### src/hw/rtl/spd_pkg.sv
package spd_pkg;

   localparam int PAYLOAD_BYTES = 32;
   localparam int CHAN_BASE     = 2;
   localparam int SLOT_CHANNELS = 8;
   localparam int ACCEL_BASE    = CHAN_BASE + 3 * SLOT_CHANNELS;
   localparam int NUM_AXES      = 3;
   localparam int NUM_VALUES    = SLOT_CHANNELS + NUM_AXES;

   localparam logic [1:0] CSR_START_MARKER  = 2'd0;
   localparam logic [1:0] CSR_END_MARKER    = 2'd1;
   localparam logic [1:0] CSR_CHANNEL_SCALE = 2'd2;
   localparam logic [1:0] CSR_MOTION_SCALE  = 2'd3;

   localparam logic [7:0]  START_MARKER_RESET  = 8'hA0;
   localparam logic [7:0]  END_MARKER_RESET    = 8'hC0;
   localparam logic [31:0] CHANNEL_SCALE_RESET = 32'd375000;
   localparam logic [31:0] MOTION_SCALE_RESET  = 32'd2097;

   typedef logic [5:0] pos_type;
   typedef logic [3:0] slot_type;

   // one completed field or the end of a packet, from the parser to the scaler
   typedef struct packed {
      logic        load;
      logic        is_accel;
      slot_type    slot;
      logic [23:0] operand;
      logic        finish;
   } field_event_type;

endpackage

### src/hw/rtl/spd_parser.sv
module spd_parser (
   input  logic                    clock,
   input  logic                    reset,
   input  logic                    accept,
   input  logic [7:0]              rx_byte,
   input  logic [7:0]              start_marker,
   input  logic [7:0]              end_marker,
   output spd_pkg::field_event_type field_evt,
   output logic [7:0]              sample_number
);

   spd_pkg::pos_type  pos_ff, pos_in;
   logic [1:0]        phase_ff, phase_in;
   spd_pkg::slot_type slot_ff, slot_in;
   logic [15:0]       acc_ff, acc_in;
   logic [7:0]        sample_ff, sample_in;

   always_ff @(posedge clock) begin
      if (reset) begin
         pos_ff    <= '0;
         phase_ff  <= '0;
         slot_ff   <= '0;
         acc_ff    <= '0;
         sample_ff <= '0;
      end else begin
         pos_ff    <= pos_in;
         phase_ff  <= phase_in;
         slot_ff   <= slot_in;
         acc_ff    <= acc_in;
         sample_ff <= sample_in;
      end
   end

   always_comb begin
      pos_in    = pos_ff;
      phase_in  = phase_ff;
      slot_in   = slot_ff;
      acc_in    = acc_ff;
      sample_in = sample_ff;
      field_evt = '0;
      if (accept) begin
         if (pos_ff == '0) begin
            // hunting
            if (rx_byte == start_marker) begin
               pos_in = 6'd1;
               acc_in = '0;
            end
         end else if (pos_ff == 6'd1) begin
            sample_in = rx_byte;
            acc_in    = '0;
            phase_in  = '0;
            slot_in   = '0;
            pos_in    = pos_ff + 6'd1;
         end else if (pos_ff < 6'(spd_pkg::ACCEL_BASE)) begin
            acc_in = {acc_ff[7:0], rx_byte};
            pos_in = pos_ff + 6'd1;
            if (phase_ff == 2'd2) begin
               field_evt.load     = 1'b1;
               field_evt.is_accel = 1'b0;
               field_evt.slot     = slot_ff;
               field_evt.operand  = {acc_ff, rx_byte};
               acc_in             = '0;
               phase_in           = '0;
               slot_in            = slot_ff + 4'd1;
            end else begin
               phase_in = phase_ff + 2'd1;
            end
         end else if (pos_ff < 6'(spd_pkg::PAYLOAD_BYTES)) begin
            acc_in = {acc_ff[7:0], rx_byte};
            pos_in = pos_ff + 6'd1;
            if (phase_ff == 2'd1) begin
               field_evt.load     = 1'b1;
               field_evt.is_accel = 1'b1;
               field_evt.slot     = slot_ff;
               field_evt.operand  = {{8{acc_ff[7]}}, acc_ff[7:0], rx_byte};
               acc_in             = '0;
               phase_in           = '0;
               slot_in            = slot_ff + 4'd1;
            end else begin
               phase_in = phase_ff + 2'd1;
            end
         end else begin
            // end byte: a mismatch just drops the packet
            pos_in           = '0;
            acc_in           = '0;
            field_evt.finish = (rx_byte == end_marker);
         end
      end
   end

   assign sample_number = sample_ff;

endmodule

### src/hw/rtl/sensor_packet_deframer.sv
// a finished packet passes through finish_ff into the result register after its end byte transfer
// throughput: one byte per cycle when not stalled; one result per 33-byte packet at most
// the input stalls only while a finished packet waits behind a stalled result
// reset: synchronous, restores marker and scale defaults and resumes the start hunt
// each field is scaled by one 24x33 multiplier in the cycle after its last byte
module sensor_packet_deframer #(
   parameter int NUM_CHANNELS = 8
) (
   input  logic               clock,
   input  logic               reset,
   input  logic               req_valid,
   output logic               req_stall,
   input  logic [7:0]         req_rx_byte,
   output logic               rsp_valid,
   input  logic               rsp_stall,
   output logic [7:0]         rsp_sample_number,
   output logic signed [55:0] rsp_chan1_value,
   output logic signed [55:0] rsp_chan2_value,
   output logic signed [55:0] rsp_chan3_value,
   output logic signed [55:0] rsp_chan4_value,
   output logic signed [55:0] rsp_chan5_value,
   output logic signed [55:0] rsp_chan6_value,
   output logic signed [55:0] rsp_chan7_value,
   output logic signed [55:0] rsp_chan8_value,
   output logic signed [47:0] rsp_accel_x,
   output logic signed [47:0] rsp_accel_y,
   output logic signed [47:0] rsp_accel_z,
   input  logic               csr_write,
   input  logic [1:0]         csr_index,
   input  logic [31:0]        csr_wdata
);

   localparam int NV = spd_pkg::NUM_VALUES;

   logic [7:0]  start_marker_ff, end_marker_ff;
   logic [31:0] channel_scale_ff, motion_scale_ff;

   always_ff @(posedge clock) begin
      if (reset) begin
         start_marker_ff  <= spd_pkg::START_MARKER_RESET;
         end_marker_ff    <= spd_pkg::END_MARKER_RESET;
         channel_scale_ff <= spd_pkg::CHANNEL_SCALE_RESET;
         motion_scale_ff  <= spd_pkg::MOTION_SCALE_RESET;
      end else if (csr_write) begin
         unique case (csr_index)
            spd_pkg::CSR_START_MARKER:  start_marker_ff  <= csr_wdata[7:0];
            spd_pkg::CSR_END_MARKER:    end_marker_ff    <= csr_wdata[7:0];
            spd_pkg::CSR_CHANNEL_SCALE: channel_scale_ff <= csr_wdata;
            spd_pkg::CSR_MOTION_SCALE:  motion_scale_ff  <= csr_wdata;
            default: ;
         endcase
      end
   end

   logic                     accept;
   logic                     out_free;
   spd_pkg::field_event_type field_evt;
   logic [7:0]               sample_number;

   assign accept = req_valid && !req_stall;

   spd_parser u_parser (
      .clock         (clock),
      .reset         (reset),
      .accept        (accept),
      .rx_byte       (req_rx_byte),
      .start_marker  (start_marker_ff),
      .end_marker    (end_marker_ff),
      .field_evt     (field_evt),
      .sample_number (sample_number)
   );

   // scaling stage
   spd_pkg::field_event_type mul_ff;
   logic finish_ff, finish_in;
   logic [31:0]        gain;
   logic signed [56:0] product;
   logic               zero_fill;
   logic [55:0]        held_ff [NV];

   always_ff @(posedge clock) begin
      if (reset) begin
         mul_ff    <= '0;
         finish_ff <= 1'b0;
      end else begin
         mul_ff    <= field_evt;
         finish_ff <= finish_in;
      end
   end

   always_comb begin
      gain      = mul_ff.is_accel ? motion_scale_ff : channel_scale_ff;
      product   = $signed(mul_ff.operand) * $signed({1'b0, gain});
      zero_fill = !mul_ff.is_accel && (mul_ff.slot >= 4'(NUM_CHANNELS));
   end

   always_ff @(posedge clock) begin
      if (mul_ff.load) begin
         held_ff[mul_ff.slot] <= zero_fill ? '0 : product[55:0];
      end
   end

   // result register
   logic       rsp_valid_ff, rsp_valid_in;
   logic [7:0] out_sample_ff;
   logic [55:0] out_value_ff [NV];

   assign out_free  = !rsp_valid_ff || !rsp_stall;
   assign req_stall = finish_ff && !out_free;

   always_comb begin
      finish_in    = field_evt.finish || (finish_ff && !out_free);
      rsp_valid_in = (finish_ff && out_free) || (rsp_valid_ff && rsp_stall);
   end

   always_ff @(posedge clock) begin
      if (reset) begin
         rsp_valid_ff <= 1'b0;
      end else begin
         rsp_valid_ff <= rsp_valid_in;
      end
   end

   always_ff @(posedge clock) begin
      if (finish_ff && out_free) begin
         out_sample_ff <= sample_number;
         for (int i = 0; i < NV; i++) begin
            out_value_ff[i] <= held_ff[i];
         end
      end
   end

   assign rsp_valid         = rsp_valid_ff;
   assign rsp_sample_number = out_sample_ff;
   assign rsp_chan1_value   = $signed(out_value_ff[0]);
   assign rsp_chan2_value   = $signed(out_value_ff[1]);
   assign rsp_chan3_value   = $signed(out_value_ff[2]);
   assign rsp_chan4_value   = $signed(out_value_ff[3]);
   assign rsp_chan5_value   = $signed(out_value_ff[4]);
   assign rsp_chan6_value   = $signed(out_value_ff[5]);
   assign rsp_chan7_value   = $signed(out_value_ff[6]);
   assign rsp_chan8_value   = $signed(out_value_ff[7]);
   assign rsp_accel_x       = $signed(out_value_ff[8][47:0]);
   assign rsp_accel_y       = $signed(out_value_ff[9][47:0]);
   assign rsp_accel_z       = $signed(out_value_ff[10][47:0]);

   // the last field is written before the packet is copied out
   a_no_write_during_copy: assert property (@(posedge clock) disable iff (reset)
      !(mul_ff.load && finish_ff))
      else $error("field write collides with result copy");

   a_result_from_finish: assert property (@(posedge clock) disable iff (reset)
      $rose(rsp_valid_ff) |-> $past(finish_ff))
      else $error("result appeared without a finished packet");

   a_finish_drains: assert property (@(posedge clock) disable iff (reset)
      finish_ff && out_free |=> rsp_valid_ff && !finish_ff)
      else $error("finished packet not moved to result register");

   a_stall_only_when_blocked: assert property (@(posedge clock) disable iff (reset)
      req_stall |-> finish_ff && rsp_valid_ff)
      else $error("input stalled with no blocked packet");

endmodule

### config.mk
export PLATFORM = sky130hd
export DESIGN_NAME = sensor_packet_deframer
export DESIGN_NICKNAME = d
export VERILOG_FILES = /design/src/hw/rtl/spd_pkg.sv /design/src/hw/rtl/spd_parser.sv /design/src/hw/rtl/sensor_packet_deframer.sv
export SDC_FILE = /design/constraint.sdc
export NUM_CORES = 2
export LEC_CHECK = 0
export BUFFER_PORTS_ARGS = -buffer_cell sky130_fd_sc_hd__buf_4
export CORE_UTILIZATION = 47
export DETAILED_ROUTE_END_ITERATION = 16
export GPL_TIMING_DRIVEN = 0
export PLACE_DENSITY = 0.66
export REMOVE_ABC_BUFFERS = 1
export SYNTH_ARGS = -nofsm -noshare
export SYNTH_HDL_FRONTEND = slang
export SYNTH_SLANG_ARGS = --single-unit
### constraint.sdc
create_clock -name clock -period 78.8 [get_ports clock]
set_clock_uncertainty 0.05 [all_clocks]
set_input_delay 23.64 -clock clock [delete_from_list [all_inputs] [get_ports clock]]
set_output_delay 23.64 -clock clock [all_outputs]
set_load 0.005 [all_outputs]
Word level (Yosys, flattened, before mapping) --
Memory sizes are Yosys's and may differ from the RTL's. Cells that the tools add are included.
Word-level totals: memories 2, output and inout port bits 602, bits in read-only memories 0, RAM bits 1232, bits in latches 0, register bits 156
Memories:
- held_ff | words 11, bits a word 56, rd ports 11, clocked after Yosys merged registers in 0, write ports 1, RTL line sensor_packet_deframer.sv:79 | logic [55:0] held_ff [NV];
- out_value_ff | words 11, bits a word 56, rd ports 11, clocked after Yosys merged registers in 0, write ports 11, RTL line sensor_packet_deframer.sv:106 | logic [55:0] out_value_ff [NV];
Operators by class: reductions and logical operators 26, shift-type cells 0, muxes and demuxes 37, bitwise logic cells 2, eq/ne operators 10, multiply operators 1, divide/modulo/power cells 0, add/subtract/negate cells 3, magnitude comparators 3
Operator list (count):
- 30-bit 2-to-1 mux | 4
- 16-bit 2-to-1 mux | 7
- 24-bit by 33-bit multiplier with 56-bit output | 1
- 56-bit 2-to-1 mux | 1
- 32-bit 2-to-1 mux | 1
- 6-bit 2-to-1 mux | 5
- 4-bit 2-to-1 mux | 5
- 8-bit == test | 2
- 2-bit 2-to-1 mux | 5
- 2-bit AND reduction | 5
- 1-bit 2-to-1 mux | 9
- 6-bit by 1-bit adder with 6-bit output, second input constant | 1
- 2-bit == test, second input constant | 3
- 6-bit by 1-bit == test with 1-bit output, second input constant | 1
- 6-bit zero test | 1
- 6-bit by 5-bit less-than comparator with 1-bit output, second input constant | 1
- 6-bit less-than comparator, second input constant | 1
- 3-bit AND reduction | 2
- 3-bit nonzero test | 2
- 1-bit logical AND | 5
- 1-bit zero test | 5
- 5-bit AND reduction | 1
- 4-bit by 1-bit adder with 4-bit output, second input constant | 1
- 2-bit by 1-bit == test with 1-bit output, second input constant | 2
- 8 further kinds | 11

Depth between registers and ports, before layout --
depth after elaboration 8, gate-level depth with buffers 30

Modules after synthesis --
From an unflattened synthesis, not the netlist that was laid out.
Second synthesis, totals: cells, all modules 4820, area, all modules 67529.8 µm²
Modules (own cells, without submodules):
- sensor_packet_deframer | cells an instance 4583, area each 65450.3 µm², sequential area each 38036.5 µm², instances 1
- spd_parser | cells an instance 237, area each 2079.5 µm², sequential area each 720.7 µm², instances 1

Worst setup path after synthesis --
OpenSTA, ideal clock, no wires.
path type input to register, from in rsp_stall, to mem out_value_ff[0][0], enable pin, setup time 2476 ps, data arrival time 66698 ps, path slack 9576 ps, required time 76274 ps, cell stages on the path 1, cells stage by stage a21boi_0
RTL lines:
- start, declared | RTL line sensor_packet_deframer.sv:15 | input logic rsp_stall,
- end, declared | RTL line sensor_packet_deframer.sv:106

Final worst setup path --
from in rsp_stall, to out req_stall
On the way: cells in the longest elaborated chain, start to end 4
Ends and longest elaborated chain:
- 1-bit zero test | RTL line sensor_packet_deframer.sv:108 | assign out_free = !rsp_valid_ff || !rsp_stall;
- 1-bit logical OR | RTL line sensor_packet_deframer.sv:108
- 1-bit zero test | RTL line sensor_packet_deframer.sv:109 | assign req_stall = finish_ff && !out_free;
- 1-bit logical AND | RTL line sensor_packet_deframer.sv:109
- end, declared | RTL line sensor_packet_deframer.sv:12 | output logic req_stall,
Every way passes these cells.

==> impl_metrics.csv <==
group,metric,value,unit
drt,ant_nets,0,
floorplanning,coreArea,0.141,mm²
global_routing,grt_pass1_vias,38800,
yosys,ys.flop_type,"edfxtp_1",
cells_and_area,area.growth.synth_to_final,18.3,%
clock_tree,cts_setup_buffers,0,
hold_path,hold_start,"held_ff[8][14]",
worst_setup_path,crit_fanout,4,
drt,drt_iter0_markers,2727,
power,power_switching,280,µW
clock_tree,cts-root-buf,"clkbuf_16",
yosys,yosys_warnings,0,
power,p_seq_frac,0.553,
clock_tree,cts.clk_slew.worst_paths,0.06,ns
drt,drc_errors,0,
clock_tree,tritoncts,"yes",
worst_setup_path,endpoint_kind,"primary output",
clock_tree,post_cts_resized,0,
timing,fin_ws,30.99,ns
clock_tree,cts-buffers-inserted,132,
cells_and_area,fillers,11300,
floorplanning,design.die.area,0.144,mm²
cells_and_area,final_cell_count_no_fill,7438,
global_routing,grt_pass1_wl,244000,µm
power,combPwrFrac,0.011,
hold_path,min_path_type,"register to register",
drt,drtPass1Iterations,5,
yosys,ys_seq_elements,1340,
power,p_sw_frac,0.203,
timing,finalHoldViolCount,0,
yosys,synth-edff-count,1192,
worst_setup_path,start_kind,"input pin",
drt,vias,38200,
power,power_frac_clock,0.436,
timing,grt_setup_unrepaired,"no",
clock_tree,clk_latency,0.77,ns
cells_and_area,layout.nets,6368,
timing,layout_min_cycle_time,47.82,ns
worst_setup_path,cp.required,55.11,ns
power,power.density,17.4,mW/mm²
clock_tree,cts_buffer_depth,3,
placement,place_ws,30.98,ns
yosys,netlist_area,0.0670,mm²
yosys,seq_area_frac_synth,0.579,
timing,finalSetupViolations,0,
yosys,async_reset_ff_frac,0,
floorplanning,fp.dieH,379,µm
floorplanning,fp-row-count,138,
placement,port_buffers,648,
drt,wirelength,165000,µm
power,power.leakage,32.5,nW
placement,dpl.hpwl,118000,µm
worst_setup_path,critical_path_class,"input pin to primary output",
timing,fmax,20.9,MHz
outcome,status,"finished, final reports clean",
global_routing,track_usage,0.232,
floorplanning,die_w,379,µm
cells_and_area,final_common_cell,"edfxtp_1",
global_routing,grt_max_degree,120,
placement,gp_congestion,0.886,
flow_run,drv_cap,0,
placement,placed_cells,7201,
placement,dpl-instance-area,0.0749,mm²
global_routing,gr-total-overflow,0,
power,p_int,1.10,mW
clock_tree,cts_hold_buf,0,
global_routing,antenna_found_initial,1,
timing,setup-tns-final,0,ns
clock_tree,htreeDepth,4,
timing,worst_pin_slew,1.48,ns
cells_and_area,finalInstanceArea,0.0792,mm²
cells_and_area,drive_gt1_frac,0.182,
timing,drv_slew,0,
power,ir_drop,0.0000159,V
cells_and_area,final_cell_mix,"edfxtp_1 (1192), inv_1 (735), buf_4 (659)",
timing,period_share,0.607,
floorplanning,pin_count,649,
yosys,avgSynthCellArea,14.0,µm²
clock_tree,clock_sinks,1340,
worst_setup_path,arrival,24.13,ns
worst_setup_path,cp-startpoint,"rsp_stall",
timing,timing.slew.headroom,0.00882,
worst_setup_path,r2r-start,"mul_ff[29]",
floorplanning,initial_utilization,0.474,
drt,via_per_inst,5.13,
drt,drt-wirelength-per-cell,22.2,µm
yosys,ys_types,56,
cells_and_area,post-route-util,0.560,
yosys,netlist_instances,4776,
power groups by stage:
stage | clock [mW] | combinational (mW) | sequential, mW
final | 0.601 | 0.0155 | 0.764
after global routing | 0.639 | 0.0165 | 0.763
after CTS | 0.613 | 0.0153 | 0.764
after detailed placement | 0 | 0.0152 | 0.779
after global placement | 0 | 0.0150 | 0.779
after floorplan | 0 | 0.00631 | 0.779
routing by layer:
layer	wire, µm	track usage
met5	0	0
met4	5140	0.0764
met3	11600	0.0471
met2	80600	0.383
met1	67900	0.306
metrics by stage:
stage	power, mW	hold WS, ns
final	1.38	0.327
after detailed placement	0.794	0.355
after global routing	1.42	0.340
after floorplan	0.785	0.350
after global placement	0.794	0.350
after CTS	1.39	0.325
worst paths after layout:
check | to | slack [ns] | depth (start not counted)
worst min-delay path | out_value_ff[8][14] | 0.33 | 0
worst max-delay path | req_stall | 30.99 | 4
worst max register to register | held_ff[3][45] | 69.07 | 24
worst min register to register | out_value_ff[8][14] | 0.33 | 0
flip-flops by register name, indices dropped and copies added (netlist names), 8 cells and up:
name,count
held_ff,592
out_value_ff,592
channel_scale_ff,32
start_marker_ff,8
motion_scale_ff,32
u_parser.acc_ff,16
end_marker_ff,8
rsp_sample_number,8
u_parser.sample_number,8
mul_ff,30
cells in the mapped netlist (all sizes together), types with 22 or more instances:
cell    instances  area, µm²
clkbuf        189        709
mux2i          23        230
and2          376       2350
nor2b          31        194
a21oi         114        571
xnor2          42        368
xor2           25        219
nand2         554       2080
inv           735       2760
a21o           22        165
o21ai          42        210
mux2           32        360
fa            658      13200
nor2          147        552
nand4          23        144
dfxtp         148       2960
ha            217       2720
edfxtp       1192      35800
nor3           24        120
area by class of cell:
type                       count  area, µm²  share of cell area
antenna                        1       2.50           0.0000316
clock inverter                75        776             0.00979
sequential                  1340      38800               0.490
multi-input combinational   2503      24800               0.313
timing repair buffer         734       6240              0.0788
tap                         1890       2360              0.0299
inverter                     735       2760              0.0348
clock buffer                 160       3470              0.0438
worst max-delay path: stages:
cell,delay (ns)
buf_4,0.13
nand3_1,0.16
inv_1,0.06
buf_4,0.13
cells by family (layout without fill, tap and decap cells):
logic type,after synthesis,in the layout,share of synthesized area
and+or+nand+nor,1240,1240,0.0894
buffers and inverters,933,1704,0.0524
xor gates and xnor gates,67,67,0.00876
muxes,55,55,0.00882
AOI/OAI and AO/OA,266,266,0.0246
adders and majority gates,875,875,0.237
DFF,1340,1340,0.579
other,0,1,0
Power figures use the tool's default switching activity.
